$ cat src/rtl/assert_macros.svh
// assertion macros for the rtl files that carry checks
// no dependencies; included by the top level
`ifndef ASSERT_MACROS_SVH
`define ASSERT_MACROS_SVH

// property checked on every rising edge outside reset
`define ASSERT_CLK(label, clk, rst_n, prop) \
  label: assert property (@(posedge clk) disable iff (!rst_n) (prop)) \
    else $error("dshot gcr encoder check failed");

// condition that must never hold outside reset
`define ASSERT_NEVER(label, clk, rst_n, cond) \
  label: assert property (@(posedge clk) disable iff (!rst_n) !(cond)) \
    else $error("dshot gcr encoder forbidden condition");

`endif

$ cat src/rtl/dsgcr_pkg.sv
// types, constants and coding functions of the dshot telemetry gcr encoder
// no dependencies; imported by every module of the block
`timescale 1ns / 1ps

package dsgcr_pkg;

  localparam int unsigned CodeWidth        = 20;
  localparam int unsigned SlotWidth        = 5;
  localparam int unsigned FifoDepthDefault = 2;

  localparam logic [SlotWidth-1:0] LastSlot      = 5'd21;
  localparam logic [SlotWidth-1:0] StartSlot     = 5'd1;
  localparam logic [SlotWidth-1:0] LeadSlot      = 5'd0;
  localparam logic [7:0]           HighCmpReset  = 8'd128;
  localparam logic [15:0]          StoppedPeriod = 16'hffff;
  localparam logic [3:0]           NibbleMask    = 4'hf;

  typedef logic [CodeWidth-1:0] code_t;

  typedef struct packed {
    logic [15:0] period;
    logic        motor_running;
    logic        extended_pending;
    logic [11:0] extended_word;
  } req_t;

  typedef struct packed {
    logic       line_level;
    logic [7:0] compare_value;
    logic       last_slot;
  } rsp_t;

  typedef struct packed {
    logic                 active;
    logic [SlotWidth-1:0] slot;
  } back_status_t;

  function automatic logic [4:0] gcr_nibble(input logic [3:0] n);
    logic [4:0] g;
    case (n)
      4'h0:    g = 5'h19;
      4'h1:    g = 5'h1b;
      4'h2:    g = 5'h12;
      4'h3:    g = 5'h13;
      4'h4:    g = 5'h1d;
      4'h5:    g = 5'h15;
      4'h6:    g = 5'h16;
      4'h7:    g = 5'h17;
      4'h8:    g = 5'h1a;
      4'h9:    g = 5'h09;
      4'ha:    g = 5'h0a;
      4'hb:    g = 5'h0b;
      4'hc:    g = 5'h1e;
      4'hd:    g = 5'h0d;
      4'he:    g = 5'h0e;
      4'hf:    g = 5'h0f;
      default: g = 5'h0f;
    endcase
    return g;
  endfunction

endpackage

$ cat src/rtl/dsgcr_front.sv
// front end: accepts a telemetry request, forms the 12-bit payload and gcr code
// depends on dsgcr_pkg
`timescale 1ns / 1ps

module dsgcr_front
  import dsgcr_pkg::*;
(
  input  logic  in_valid_i,
  output logic  in_ready_o,
  input  req_t  in_req_i,
  output logic  push_valid_o,
  input  logic  push_ready_i,
  output code_t push_code_o
);

  logic [15:0] period;
  logic [2:0]  expo;
  logic [8:0]  mant;
  logic [11:0] payload;
  logic [3:0]  chk;
  logic [15:0] word16;

  always_comb begin
    period = in_req_i.motor_running ? in_req_i.period : StoppedPeriod;
    // exponent follows the leading one among bits 15..9
    expo = 3'd0;
    for (int b = 9; b < 16; b++) begin
      if (period[b]) begin
        expo = 3'(b - 8);
      end
    end
    mant = 9'(period >> expo);
    payload = in_req_i.extended_pending ? in_req_i.extended_word : {expo, mant};
    chk = ~(payload[3:0] ^ payload[7:4] ^ payload[11:8]) & NibbleMask;
    word16 = {payload, chk};
  end

  assign push_code_o = {gcr_nibble(word16[15:12]), gcr_nibble(word16[11:8]),
                        gcr_nibble(word16[7:4]), gcr_nibble(word16[3:0])};

  assign push_valid_o = in_valid_i;
  assign in_ready_o   = push_ready_i;

endmodule

$ cat src/rtl/dsgcr_fifo.sv
// short code word queue between front and back ends
// depends on dsgcr_pkg
`timescale 1ns / 1ps

module dsgcr_fifo
  import dsgcr_pkg::*;
#(
  parameter int unsigned Depth = FifoDepthDefault
) (
  input  logic  clk_i,
  input  logic  rst_ni,
  input  logic  push_valid_i,
  output logic  push_ready_o,
  input  code_t push_code_i,
  output logic  pop_valid_o,
  input  logic  pop_ready_i,
  output code_t pop_code_o
);

  localparam int unsigned PtrWidth = (Depth > 1) ? $clog2(Depth) : 1;
  localparam int unsigned CntWidth = $clog2(Depth + 1);
  localparam logic [PtrWidth-1:0] PtrLast = PtrWidth'(Depth - 1);
  localparam logic [CntWidth-1:0] CntFull = CntWidth'(Depth);

  code_t               mem_q [Depth];
  logic [PtrWidth-1:0] wr_ptr_q, wr_ptr_d, rd_ptr_q, rd_ptr_d;
  logic [CntWidth-1:0] cnt_q, cnt_d;
  logic                do_push, do_pop;

  assign push_ready_o = (cnt_q != CntFull);
  assign pop_valid_o  = (cnt_q != '0);
  assign pop_code_o   = mem_q[rd_ptr_q];
  assign do_push      = push_valid_i && push_ready_o;
  assign do_pop       = pop_valid_o && pop_ready_i;

  always_comb begin
    wr_ptr_d = wr_ptr_q;
    rd_ptr_d = rd_ptr_q;
    cnt_d    = cnt_q;
    if (do_push) begin
      wr_ptr_d = (wr_ptr_q == PtrLast) ? '0 : wr_ptr_q + 1'b1;
    end
    if (do_pop) begin
      rd_ptr_d = (rd_ptr_q == PtrLast) ? '0 : rd_ptr_q + 1'b1;
    end
    if (do_push && !do_pop) begin
      cnt_d = cnt_q + 1'b1;
    end else if (do_pop && !do_push) begin
      cnt_d = cnt_q - 1'b1;
    end
  end

  always_ff @(posedge clk_i or negedge rst_ni) begin
    if (!rst_ni) begin
      wr_ptr_q <= '0;
      rd_ptr_q <= '0;
      cnt_q    <= '0;
    end else begin
      wr_ptr_q <= wr_ptr_d;
      rd_ptr_q <= rd_ptr_d;
      cnt_q    <= cnt_d;
    end
  end

  always_ff @(posedge clk_i) begin
    if (do_push) begin
      mem_q[wr_ptr_q] <= push_code_i;
    end
  end

endmodule

$ cat src/rtl/dsgcr_back.sv
// back end: nrzi serializer producing 22 line slots per code word
// depends on dsgcr_pkg
`timescale 1ns / 1ps

module dsgcr_back
  import dsgcr_pkg::*;
(
  input  logic         clk_i,
  input  logic         rst_ni,
  input  logic [7:0]   high_compare_i,
  input  logic         pop_valid_i,
  output logic         pop_ready_o,
  input  code_t        pop_code_i,
  output logic         out_valid_o,
  input  logic         out_ready_i,
  output rsp_t         out_rsp_o,
  output back_status_t status_o
);

  logic                 active_q, active_d;
  logic [SlotWidth-1:0] slot_q, slot_d;
  logic                 lvl_q, lvl_d;
  code_t                code_q, code_d;
  logic                 out_valid_q, out_valid_d;
  rsp_t                 rsp_q, rsp_d;
  logic                 out_free, emit, is_last, pop, level;

  always_comb begin
    out_free = !out_valid_q || out_ready_i;
    emit     = active_q && out_free;
    is_last  = (slot_q == LastSlot);
    pop      = pop_valid_i && (!active_q || (emit && is_last));

    // low lead slot, high start slot, then one nrzi slot per code bit, toggling on a one
    if (slot_q == LeadSlot) begin
      level = 1'b0;
    end else if (slot_q == StartSlot) begin
      level = 1'b1;
    end else begin
      level = lvl_q ^ code_q[CodeWidth-1];
    end

    active_d    = active_q;
    slot_d      = slot_q;
    lvl_d       = lvl_q;
    code_d      = code_q;
    out_valid_d = out_valid_q && !out_ready_i;
    rsp_d       = rsp_q;

    if (emit) begin
      out_valid_d         = 1'b1;
      rsp_d.line_level    = level;
      rsp_d.compare_value = level ? high_compare_i : 8'd0;
      rsp_d.last_slot     = is_last;
      lvl_d               = level;
      slot_d              = slot_q + 1'b1;
      if (slot_q > StartSlot) begin
        code_d = code_q << 1;
      end
      if (is_last) begin
        active_d = 1'b0;
      end
    end
    if (pop) begin
      active_d = 1'b1;
      slot_d   = LeadSlot;
      code_d   = pop_code_i;
    end
  end

  always_ff @(posedge clk_i or negedge rst_ni) begin
    if (!rst_ni) begin
      active_q    <= 1'b0;
      slot_q      <= '0;
      lvl_q       <= 1'b1;
      code_q      <= '0;
      out_valid_q <= 1'b0;
    end else begin
      active_q    <= active_d;
      slot_q      <= slot_d;
      lvl_q       <= lvl_d;
      code_q      <= code_d;
      out_valid_q <= out_valid_d;
    end
  end

  always_ff @(posedge clk_i) begin
    rsp_q <= rsp_d;
  end

  assign pop_ready_o     = !active_q || (emit && is_last);
  assign out_valid_o     = out_valid_q;
  assign out_rsp_o       = rsp_q;
  assign status_o.active = active_q;
  assign status_o.slot   = slot_q;

endmodule

$ cat src/rtl/dshot_telemetry_gcr_encoder.sv
// first slot of a request passes the code queue, serializer state and output register
// throughput: one line slot per cycle from the serializer unless out_ready_i stalls it
// a code queue of FifoDepth entries lets requests be taken while a frame is shifting out
// reset (async, active low) empties the queue and output, high_compare returns to 128
// depends on dsgcr_pkg, dsgcr_front, dsgcr_fifo, dsgcr_back, assert_macros.svh
`timescale 1ns / 1ps
`include "assert_macros.svh"

module dshot_telemetry_gcr_encoder
  import dsgcr_pkg::*;
#(
  parameter int unsigned FifoDepth = FifoDepthDefault
) (
  input  logic       clk_i,
  input  logic       rst_ni,
  input  logic       cfg_valid_i,
  output logic       cfg_ready_o,
  input  logic [7:0] cfg_data_i,
  input  logic       in_valid_i,
  output logic       in_ready_o,
  input  req_t       in_req_i,
  output logic       out_valid_o,
  input  logic       out_ready_i,
  output rsp_t       out_rsp_o
);

  logic [7:0]   high_compare_q;
  logic         push_valid, push_ready, pop_valid, pop_ready;
  code_t        push_code, pop_code;
  back_status_t back_status;

  assign cfg_ready_o = 1'b1;

  always_ff @(posedge clk_i or negedge rst_ni) begin
    if (!rst_ni) begin
      high_compare_q <= HighCmpReset;
    end else if (cfg_valid_i && cfg_ready_o) begin
      high_compare_q <= cfg_data_i;
    end
  end

  dsgcr_front u_front (
    .in_valid_i  (in_valid_i),
    .in_ready_o  (in_ready_o),
    .in_req_i    (in_req_i),
    .push_valid_o(push_valid),
    .push_ready_i(push_ready),
    .push_code_o (push_code)
  );

  dsgcr_fifo #(
    .Depth(FifoDepth)
  ) u_fifo (
    .clk_i       (clk_i),
    .rst_ni      (rst_ni),
    .push_valid_i(push_valid),
    .push_ready_o(push_ready),
    .push_code_i (push_code),
    .pop_valid_o (pop_valid),
    .pop_ready_i (pop_ready),
    .pop_code_o  (pop_code)
  );

  dsgcr_back u_back (
    .clk_i         (clk_i),
    .rst_ni        (rst_ni),
    .high_compare_i(high_compare_q),
    .pop_valid_i   (pop_valid),
    .pop_ready_o   (pop_ready),
    .pop_code_i    (pop_code),
    .out_valid_o   (out_valid_o),
    .out_ready_i   (out_ready_i),
    .out_rsp_o     (out_rsp_o),
    .status_o      (back_status)
  );

  // an accepted request is queued or already being serialized in the next cycle
  `ASSERT_CLK(a_req_tracked, clk_i, rst_ni,
              (in_valid_i && in_ready_o) |=> (pop_valid || back_status.active))
  // the slot after the final one always opens a new frame with a low level
  `ASSERT_CLK(a_frame_restarts_low, clk_i, rst_ni,
              (out_valid_o && out_ready_i && out_rsp_o.last_slot)
                |=> (!out_valid_o || !out_rsp_o.line_level))
  // the serializer never loads a new word while mid frame
  `ASSERT_NEVER(a_no_midframe_pop, clk_i, rst_ni,
                pop_valid && pop_ready && back_status.active
                  && (back_status.slot != LastSlot))

endmodule

$ cat config.mk
export PLATFORM = sky130hd
export DESIGN_NAME = dshot_telemetry_gcr_encoder
export DESIGN_NICKNAME = d
export VERILOG_FILES = /design/src/rtl/dsgcr_pkg.sv /design/src/rtl/dsgcr_front.sv /design/src/rtl/dsgcr_fifo.sv /design/src/rtl/dsgcr_back.sv /design/src/rtl/dshot_telemetry_gcr_encoder.sv
export VERILOG_INCLUDE_DIRS = /design/src /design/src/rtl
export SDC_FILE = /design/constraint.sdc
export NUM_CORES = 1
export LEC_CHECK = 0
export ABC_AREA = 0
export BUFFER_PORTS_ARGS = -buffer_cell sky130_fd_sc_hd__buf_2
export CAP_MARGIN = 20
export CORE_ASPECT_RATIO = 2
export CORE_MARGIN = 3
export CORE_UTILIZATION = 50
export CTS_CLUSTER_SIZE = 14
export DETAILED_ROUTE_END_ITERATION = 12
export GPL_ROUTABILITY_DRIVEN = 0
export PLACE_DENSITY = 0.7
export SLEW_MARGIN = 10
export SYNTH_ARGS = -nofsm -noshare
export SYNTH_HDL_FRONTEND = slang
export SYNTH_SLANG_ARGS = --single-unit
export TNS_END_PERCENT = 50
$ cat constraint.sdc
create_clock -name clk_i -period 2.5 [get_ports clk_i]
set_input_delay 0.625 -clock clk_i [delete_from_list [all_inputs] [get_ports clk_i]]
set_output_delay 0.625 -clock clk_i [all_outputs]
set_load 0.05 [all_outputs]
-- After elaboration in Yosys (flattened, before gate mapping)
Memories as Yosys holds them, arrays and structs flattened.
Cells that the tools add are included.
- bits in registers: 50
- RAM bits: 40
- ROM bits: 320
- bits of input ports: 43
- output and inout port bits: 13
- logic and storage cells: 79
- memories kept: 5
- add/sub/neg operators: 5
- order comparisons: 1
- equal/unequal tests: 3
- shifts and indexed selects: 1
- muxes and demuxes: 26
- bitwise gates (word level): 4
- reduce and logical (&&, ||, !) cells: 22
- memory list (memory ; depth ; bits a word ; rd ports ; clocked after memory_dff ; write ports ; line ; source):
    (name not given) ; 16 ; 5 ; 1 ; 0 ; 0 ; dsgcr_pkg.sv:40 ; case (n)
    (name not given) ; 16 ; 5 ; 1 ; 0 ; 0 ; dsgcr_pkg.sv:40 ;
    (name not given) ; 16 ; 5 ; 1 ; 0 ; 0 ; dsgcr_pkg.sv:40 ;
    (name not given) ; 16 ; 5 ; 1 ; 0 ; 0 ; dsgcr_pkg.sv:40 ;
    u_fifo.mem_q ; 2 ; 20 ; 1 ; 0 ; 1 ; dsgcr_fifo.sv:25 ; code_t mem_q [Depth];
- operators with widths (cell ; count):
    2-to-1 mux 20 bit ; 3
    2-to-1 mux 3 bit ; 6
    2-to-1 mux 16 bit ; 1
    >> shifter 16 x 3 -> 9 bit ; 1
    2-to-1 mux 12 bit ; 1
    2-to-1 mux 1 bit ; 11
    2-to-1 mux 5 bit ; 2
    nonzero test 2 bit ; 5
    XOR 4 bit ; 2
    logical AND 1 bit ; 7
    adder 5 x 1 -> 5 bit, second input constant ; 1
    == test 5 x 1 -> 1 bit, second input constant ; 1
    == test 5 bit, second input constant ; 1
    > comparator 5 x 1 -> 1 bit, second input constant ; 1
    zero test 1 bit ; 5
    zero test 5 bit ; 1
    2-to-1 mux 2 bit ; 2
    NOT 4 bit ; 1
    AND reduction 2 bit ; 2
    adder 1 bit, second input constant ; 2
    adder 2 x 1 -> 2 bit, second input constant ; 1
    logical OR 1 bit ; 2
    inequality test 2 bit, second input constant ; 1
    subtractor 2 x 1 -> 2 bit, second input constant ; 1
    XOR 1 bit ; 1

-- Depth between registers and ports, before layout
Gate-level depths: netlist of the first run.
An unclocked memory read counts as a cell.
- depth in word-level cells: 14
- depth in mapped cells: 12
- mapped depth without buffers: 10

-- Cells and area by module
A second synthesis of the first run with hierarchy kept.
- cells, all modules: 420
- area, all modules: 5268.8 µm²
- modules (own cells, without submodules) (module ; times used ; cells an instance ; area each (µm²) ; sequential area each (µm²)):
    dsgcr_back ; 1 ; 130 ; 1918.1 ; 1002.2
    dsgcr_fifo ; 1 ; 80 ; 1665.3 ; 1301.2
    dsgcr_front ; 1 ; 191 ; 1341.3 ; 0.0
    dshot_telemetry_gcr_encoder ; 1 ; 19 ; 344.1 ; 201.4

-- Worst setup path after synthesis of the first run
Ideal clock, no wire load.
- path type: in2reg
- from: in in_req_i[26] (netlist bit)
- to: mem u_fifo.mem_q[0][4] (netlist bit) (data pin)
- library setup time: 258 ps
- data arrival time: 2588 ps
- required time: 2242 ps
- path slack: -345 ps
- stages on the path: 9
- path buffers: 2
- cell sequence: buf_6 -> or3b_4 -> or3_1 -> buf_6 -> a221oi_1 -> o22a_1 -> nor3_1 -> and2b_1 -> a21bo_1
- word-level cells in the longest chain between the ends: 11
- RTL lines (item ; line ; source):
    start: declaration ; dshot_telemetry_gcr_encoder.sv:21 ; input req_t in_req_i,
    2-to-1 mux 16 bit * ; dsgcr_front.sv:24 ; period = in_req_i.motor_running ? in_req_i.period : StoppedPeriod;
    2-to-1 mux 3 bit (4 in a row) ; dsgcr_front.sv:28 ; if (period[b]) begin
    >> shifter 16 x 3 -> 9 bit ; dsgcr_front.sv:32 ; mant = 9'(period >> expo);
    2-to-1 mux 12 bit * ; dsgcr_front.sv:33 ; payload = in_req_i.extended_pending ? in_req_i.extended_word : {expo, mant};
    XOR 4 bit ; dsgcr_front.sv:34 ; chk = ~(payload[3:0] ^ payload[7:4] ^ payload[11:8]) & NibbleMask;
    XOR 4 bit * ; dsgcr_front.sv:34 ;
    NOT 4 bit * ; dsgcr_front.sv:34 ;
    memory read (16 x 5 bit) * ; - ;
    via push_code[4] ; dshot_telemetry_gcr_encoder.sv:29 ; code_t push_code, pop_code;
    end: declaration ; dsgcr_fifo.sv:25 ;
Mark *: on every way through the listed nets, which the timed path passes. The rest lies on a longest branch.

-- Final worst setup path of the first run
- from: in in_req_i[26] (netlist bit)
- to: mem u_fifo.mem_q[0][3] (netlist bit) (data pin)
Same word-level chain as after synthesis.

==> reports/results.txt, run 1 <==
status: complete, but fails checks
failing checks: setup timing
clock buffer depth: 2
Total Power: 5.24 mW
area grow syn2layout: 32.4%
P_leak: 2.63 nW
IO Port Bufs: 54
hold crit path type: in2async
Yosys cell types: 74
initial antenna violation count: 0
HPWL after DPL: 8540 um
CP Class: in2reg
mux cell area share after synthesis: 0.0748
CP Data Arrival Time: 2800 ps
RSZ-0062 raised after global routing: true
Slew @ Worst Pin: 785 ps
layout cells sized above 1: 0.422
DRC: 0
EDFF count, synth: 50
Worst EP required: 2580 ps
final period utilization: 1.09
CTS Hold Bufs: 0
first-pass GRT wire length: 17800 um
commonest register cell after synthesis: edfxtp_1
Post-Synth Adder-Cell Area: 0.0103
Mapped Cells: 421
routed len/inst: 17.8 um
Num CTS Buffers: 9
pin count of the biggest net entering global routing: 41
count leader, synth: edfxtp_1
width of the die: 75.7 um
Yosys top cell by area: edfxtp_1
final non-filler cell total: 652
io pins: 56
Slew headroom: 0.471
Synth Area in Compound Gates: 0.186
worst-case clock skew: 4.09 ps
top-area cell type share of the netlist area: 0.309
PwrDens: 815 nW/um2
Mapped Avg Cell Area: 11.5 um2
crit-path max FO: 5
worst-skew pair later-pin latency: 330 ps
XOR/XNOR Fraction of Synth Area: 0.0322
post-synthesis register bit count: 90
synth top area cells: edfxtp_1 (31%), dfrtp_1 (20%), mux2i_1 (5.2%)
Worst Setup Slack, final: -218 ps
Placed Cells: 622
detailed-route via count: 3762
max-cap violations: 0
Rows: 50
gr usage total: 0.216
sequential-to-total area share from yosys stat: 0.516
CTS tree: done
Final ANT Viol Nets: 0
Final min period: 2720 ps
DR iter-0 viols: 222
Mapped Nets: 468
Die Y: 145 um
drt pass-1 iters: 4
ys async rst share: 0.444
Peak supply drop: 0.433 mV
Post-Synth Simple-Gate Area: 0.139
Die Footprint: 11000 um2
Routed WL: 11600 um
Post-synth top cells: edfxtp_1 (50), dfrtp_1 (38), a21oi_1 (35)
synthesized cell area: 4850 um2
Final Max Tran Viols: 0
CTS Sinks: 90
H-tree level count: 3
# setup viols final: 18
grt total ovfl: 0
Setup crit end kind: flop
Startpoint Class: input port
via/cell ratio: 5.77
CORE AREA: 9380 um2
YS warnings: 0
f_max: 0.368 GHz
Clock Tree Root: clkbuf_16
# nets final: 590
largest family of logic cells by synthesized area: compound AO/OA/AOI/OAI gates
Starting Density: 0.517
vias in the first global route: 3912
clock-pin slew on the worst setup and hold paths: 60 ps
final hold violation count: 0
ant diodes: 0
[flip-flops by register name, summed over array words and instances, names as in the netlist]
register,count
u_back.lvl_q,1
u_back.out_rsp_o,10
u_back.slot_q,5
u_fifo.rd_ptr_q,1
high_compare_q,8
u_fifo.mem_q,40
u_back.active_q,1
u_back.code_q,20
u_fifo.cnt_q,2
u_fifo.wr_ptr_q,1
u_back.out_valid_o,1
[path summary, 6_finish.rpt]
check,to,slack [ps],from,cells past startpoint
max in group asynchronous,high_compare_q[7]$_DFFE_PN1P_,1590,rst_ni,2
max,u_fifo.mem_q[0][3]$_DFFE_PP_,-220,in_req_i[26],11
min,u_fifo.cnt_q[1]$_DFFE_PN0P_,280,rst_ni,1
max reg2reg,u_back.code_q[2]$_DFFE_PN0P_,450,u_back.slot_q[1]$_DFFE_PN0P_,9
min reg2reg,u_fifo.wr_ptr_q$_DFFE_PN0P_,500,u_fifo.wr_ptr_q$_DFFE_PN0P_,1
min in group clk_i,u_fifo.wr_ptr_q$_DFFE_PN0P_,500,u_fifo.wr_ptr_q$_DFFE_PN0P_,1
[routing by layer]
metal  global-route usage  vias to the layer above  part of all wire
li1                     -                     1786                 -
met1                0.174                     1755              0.29
met2                0.399                      149              0.56
met3               0.0443                       72             0.045
met4                0.180                        0              0.10
met5                    0                        -                 0
[critical path, stage by stage]
cell      delay (ps)
buf_8            100
buf_6            120
o311ai_4         460
buf_12           160
a211oi_2          40
a31o_1           210
o22a_1           240
and3_4           200
nor3_2           180
and2b_2          270
o21bai_4         180
[power by group]
part	switching, mW	internal, mW	total, mW
clock network	0.522	0.668	1.19
registers	0.192	2.07	2.27
logic	1.06	0.725	1.78
[layout make-up]
class	count	area, um2
Clock buffer	9	225
Clock inverter	7	46.3
Fill cell	662	2960
Inverter	15	62.6
Multi-Input combinational cell	292	2470
Sequential cell	90	2500
Tap cell	104	130
Timing Repair Buffer	135	988
[timing repair]
action	4_1_cts	5_1_grt
pin swaps	16	23
setup endpoints to repair	18	24
resized for setup	35	45
buffers inserted	8	7
[metrics by stage]
step,worst slack [ps],utilization,TNS [ps],cell area [um2],hold slack (ps)
after detailed placement,-606,0.602,-12020,5650,486
after global routing,-244,0.685,-3000,6420,328
after global placement,-562,0.602,-10520,5650,477
after floorplan,-311,-,-3740,4880,329
final,-218,0.685,-1900,6420,283
after CTS,-91.0,0.653,-626,6130,297
[cell usage in the layout (no fill, tap or decap), drive strengths merged, types with 3 or more instances in the layout]
cell,n
o21ai,23
xor2,9
and2,11
clkinvlp,3
o22ai,3
mux2i,25
xnor2,8
o211ai,3
nand4,4
nand3,9
a211oi,21
a21oi,37
mux2,10
nor3,6
buf,134
nor2b,22
nor2,15
nand2,31
nand2b,8
and3,4
edfxtp,50
o311ai,3
inv,14
dfrtp,38
ha,4
clkbuf,10
clkinv,5
[logic make-up after synthesis]
kind of cell             Yosys count
AO/OA/AOI/OAI                    115
XOR/XNOR                          17
adder cells (fa/ha/maj)            4
buffers and inverters             39
flip-flops                        90
multiplexers                      35
other                              1
AND/OR/NAND/NOR                  120
No activity file was read; power rests on OpenSTA's default activity.
==> run 2, diff against run 1 <==
PLACE_DENSITY = 0.67   (was 0.7)
==> reports/results.txt, run 2 (synthesis results as in run 1) <==
io pins: 56 (unchanged)
Rows: 50 (unchanged)
Clock Tree Root: clkbuf_16
CTS Sinks: 90 (unchanged)
pin count of the biggest net entering global routing: 41 (unchanged)
PwrDens: 858 nW/um2 (+5.2%)
setup slack, reg-to-reg: 470 ps (+20 ps)
max reg flops: 40 (unchanged)
initial antenna violation count: 0 (unchanged)
worst r2r src: u_back.slot_q[1]$_DFFE_PN0P_
failing checks: setup timing
IO Port Bufs: 54 (unchanged)
Setup crit end kind: flop
Slew headroom: 0.325 (-0.146)
DR iter-0 viols: 155 (-30%)
Top reg by flops: u_fifo.mem_q
Num CTS Buffers: 9 (unchanged)
status: complete, but fails checks
Peak supply drop: 0.432 mV (-0.36%)
HPWL after DPL: 8540 um (about the same)
max-cap violations: 0 (unchanged)
via/cell ratio: 5.71 (-1.0%)
Placed Cells: 623 (+0.16%)
width of the die: 75.7 um (unchanged)
Critical R2R Capture: u_back.code_q[7]$_DFFE_PN0P_
RSZ-0062 raised after global routing: true
worst-case clock skew: 6.07 ps (+1.98 ps)
Final min period: 2640 ps (-77.0 ps)
final hold violation count: 0 (unchanged)
f_max: 0.379 GHz (+2.9%)
area grow syn2layout: 29.4%
most common cell after layout, fill and taps aside: buf_4
final non-filler cell total: 643 (-1.4%)
gr usage total: 0.214 (-0.00125)
area of the multi-input gates: 2390 um2 (-3.1%)
Sequential Area: 2500 um2 (unchanged)
R2R depth: 9 (unchanged)
most frequent cells in the layout: buf_4 (66), buf_2 (50), edfxtp_1 (50)
Worst EP required: 2580 ps (about the same)
# nets final: 581 (-1.5%)
vias in the first global route: 3879 (-0.84%)
crit-path max FO: 4 (-1)
clock buffer depth: 2 (unchanged)
hold crit path type: in2async
drt pass-1 iters: 4 (unchanged)
routed len/inst: 17.5 um (-1.7%)
CP endpoint: u_fifo.mem_q[0][4]$_DFFE_PP_
final period utilization: 1.06 (-0.0308)
Final Util: 0.669 (-0.0156)
CP Class: in2reg
CTS tree: done
ant diodes: 0 (unchanged)
Die Footprint: 11000 um2 (unchanged)
detailed-route via count: 3672 (-2.4%)
Final ANT Viol Nets: 0 (unchanged)
Final Max Tran Viols: 0 (unchanged)
Slew @ Worst Pin: 1000 ps (+217 ps)
Worst Setup Slack, final: -141 ps (+77.0 ps)
CP Data Arrival Time: 2720 ps (-80 ps)
DRC: 0 (unchanged)
layout cells sized above 1: 0.391 (-0.0301)
grt total ovfl: 0 (unchanged)
Startpoint Class: input port
Starting Density: 0.517 (unchanged)
first-pass GRT wire length: 17800 um (about the same)
P_leak: 2.58 nW (-1.8%)
H-tree level count: 3 (unchanged)
clock-pin slew on the worst setup and hold paths: 60 ps (about the same)
CORE AREA: 9380 um2 (unchanged)
Routed WL: 11200 um (-3.0%)
Fillers: 715 (+8.0%)
Total Power: 5.38 mW (+2.8%)
CTS Hold Bufs: 0 (unchanged)
Die Y: 145 um (unchanged)
# setup viols final: 14 (-4)
Worst setup startpoint: in_req_i[26]
worst-skew pair later-pin latency: 330 ps (about the same)
==> run 2: cell types whose count changed in the layout (fill, tap and decap cells not counted), sizes merged <==
cell	previous run	this run
clkbuf	10	9
bufinv	0	2
inv	14	15
buf	134	126
clkinvlp	3	2
clkinv	5	3
==> run 2: worst min-delay path by stage <==
stage	from	end	cells after the start
global route	rst_ni	u_fifo.wr_ptr_q$_DFFE_PN0P_	1
floorplan	rst_ni	high_compare_q[0]$_DFFE_PN0P_	0
global placement	u_fifo.wr_ptr_q$_DFFE_PN0P_	u_fifo.wr_ptr_q$_DFFE_PN0P_	1
finish	rst_ni	u_fifo.wr_ptr_q$_DFFE_PN0P_	1
CTS	rst_ni	u_fifo.wr_ptr_q$_DFFE_PN0P_	1
detailed placement	u_fifo.wr_ptr_q$_DFFE_PN0P_	u_fifo.wr_ptr_q$_DFFE_PN0P_	1
==> run 2: power by group <==
part	leakage, nW	switching, mW	internal (mW)
clock network	0.151	0.523	0.872
registers	0.952	0.191	2.07
logic	1.48	1.03	0.694
==> run 2: timing repair <==
action / in CTS / in global routing
resized for setup: 22 / 32
endpoints found under the setup margin: 18 / 24
endpoints found under the hold margin: 0 / 0
pin swaps: 9 / 17
setup buffers: 5 / 0
gates cloned: 0 / 0
==> run 2: per-stage QoR <==
stage | hold slack [ps] | setup WS, ps | setup TNS (ps) | instance area, um2
final | 407 | -141 | -1290 | 6280
after global routing | 478 | -183 | -2180 | 6280
after CTS | 434 | -135 | -1380 | 6120
after detailed placement | 490 | -565 | -10940 | 5650
after global placement | 475 | -490 | -9570 | 5650
after floorplan | 329 | -311 | -3740 | 4880
==> run 2: area by class of cell <==
class	count	share of cell area
clock buffer	9	0.0359
clock inverter	7	0.0147
inverter	15	0.00957
multi-input combinational	292	0.381
sequential	90	0.399
tap	104	0.0207
timing repair buffer	126	0.139
==> run 2: worst max-delay path, stage by stage <==
cell and delay (ps):
buf_8 100, or3b_4 400, or3_4 350, buf_6 150, and3_4 150, o21ai_2 60, o22ai_2 110, a21oi_4 220
xnor2_4 130, xor2_2 230, a21bo_1 190
==> run 2: layer usage <==
| metal | part of all wire | routed length [um] | up-vias | global-route usage |
|---|---|---|---|---|
| li1 | - | - | 1768 | - |
| met1 | 0.31 | 3460 | 1750 | 0.174 |
| met2 | 0.59 | 6590 | 111 | 0.409 |
| met3 | 0.033 | 376 | 43 | 0.0360 |
| met4 | 0.072 | 814 | 0 | 0.161 |
| met5 | 0 | 0 | - | 0 |
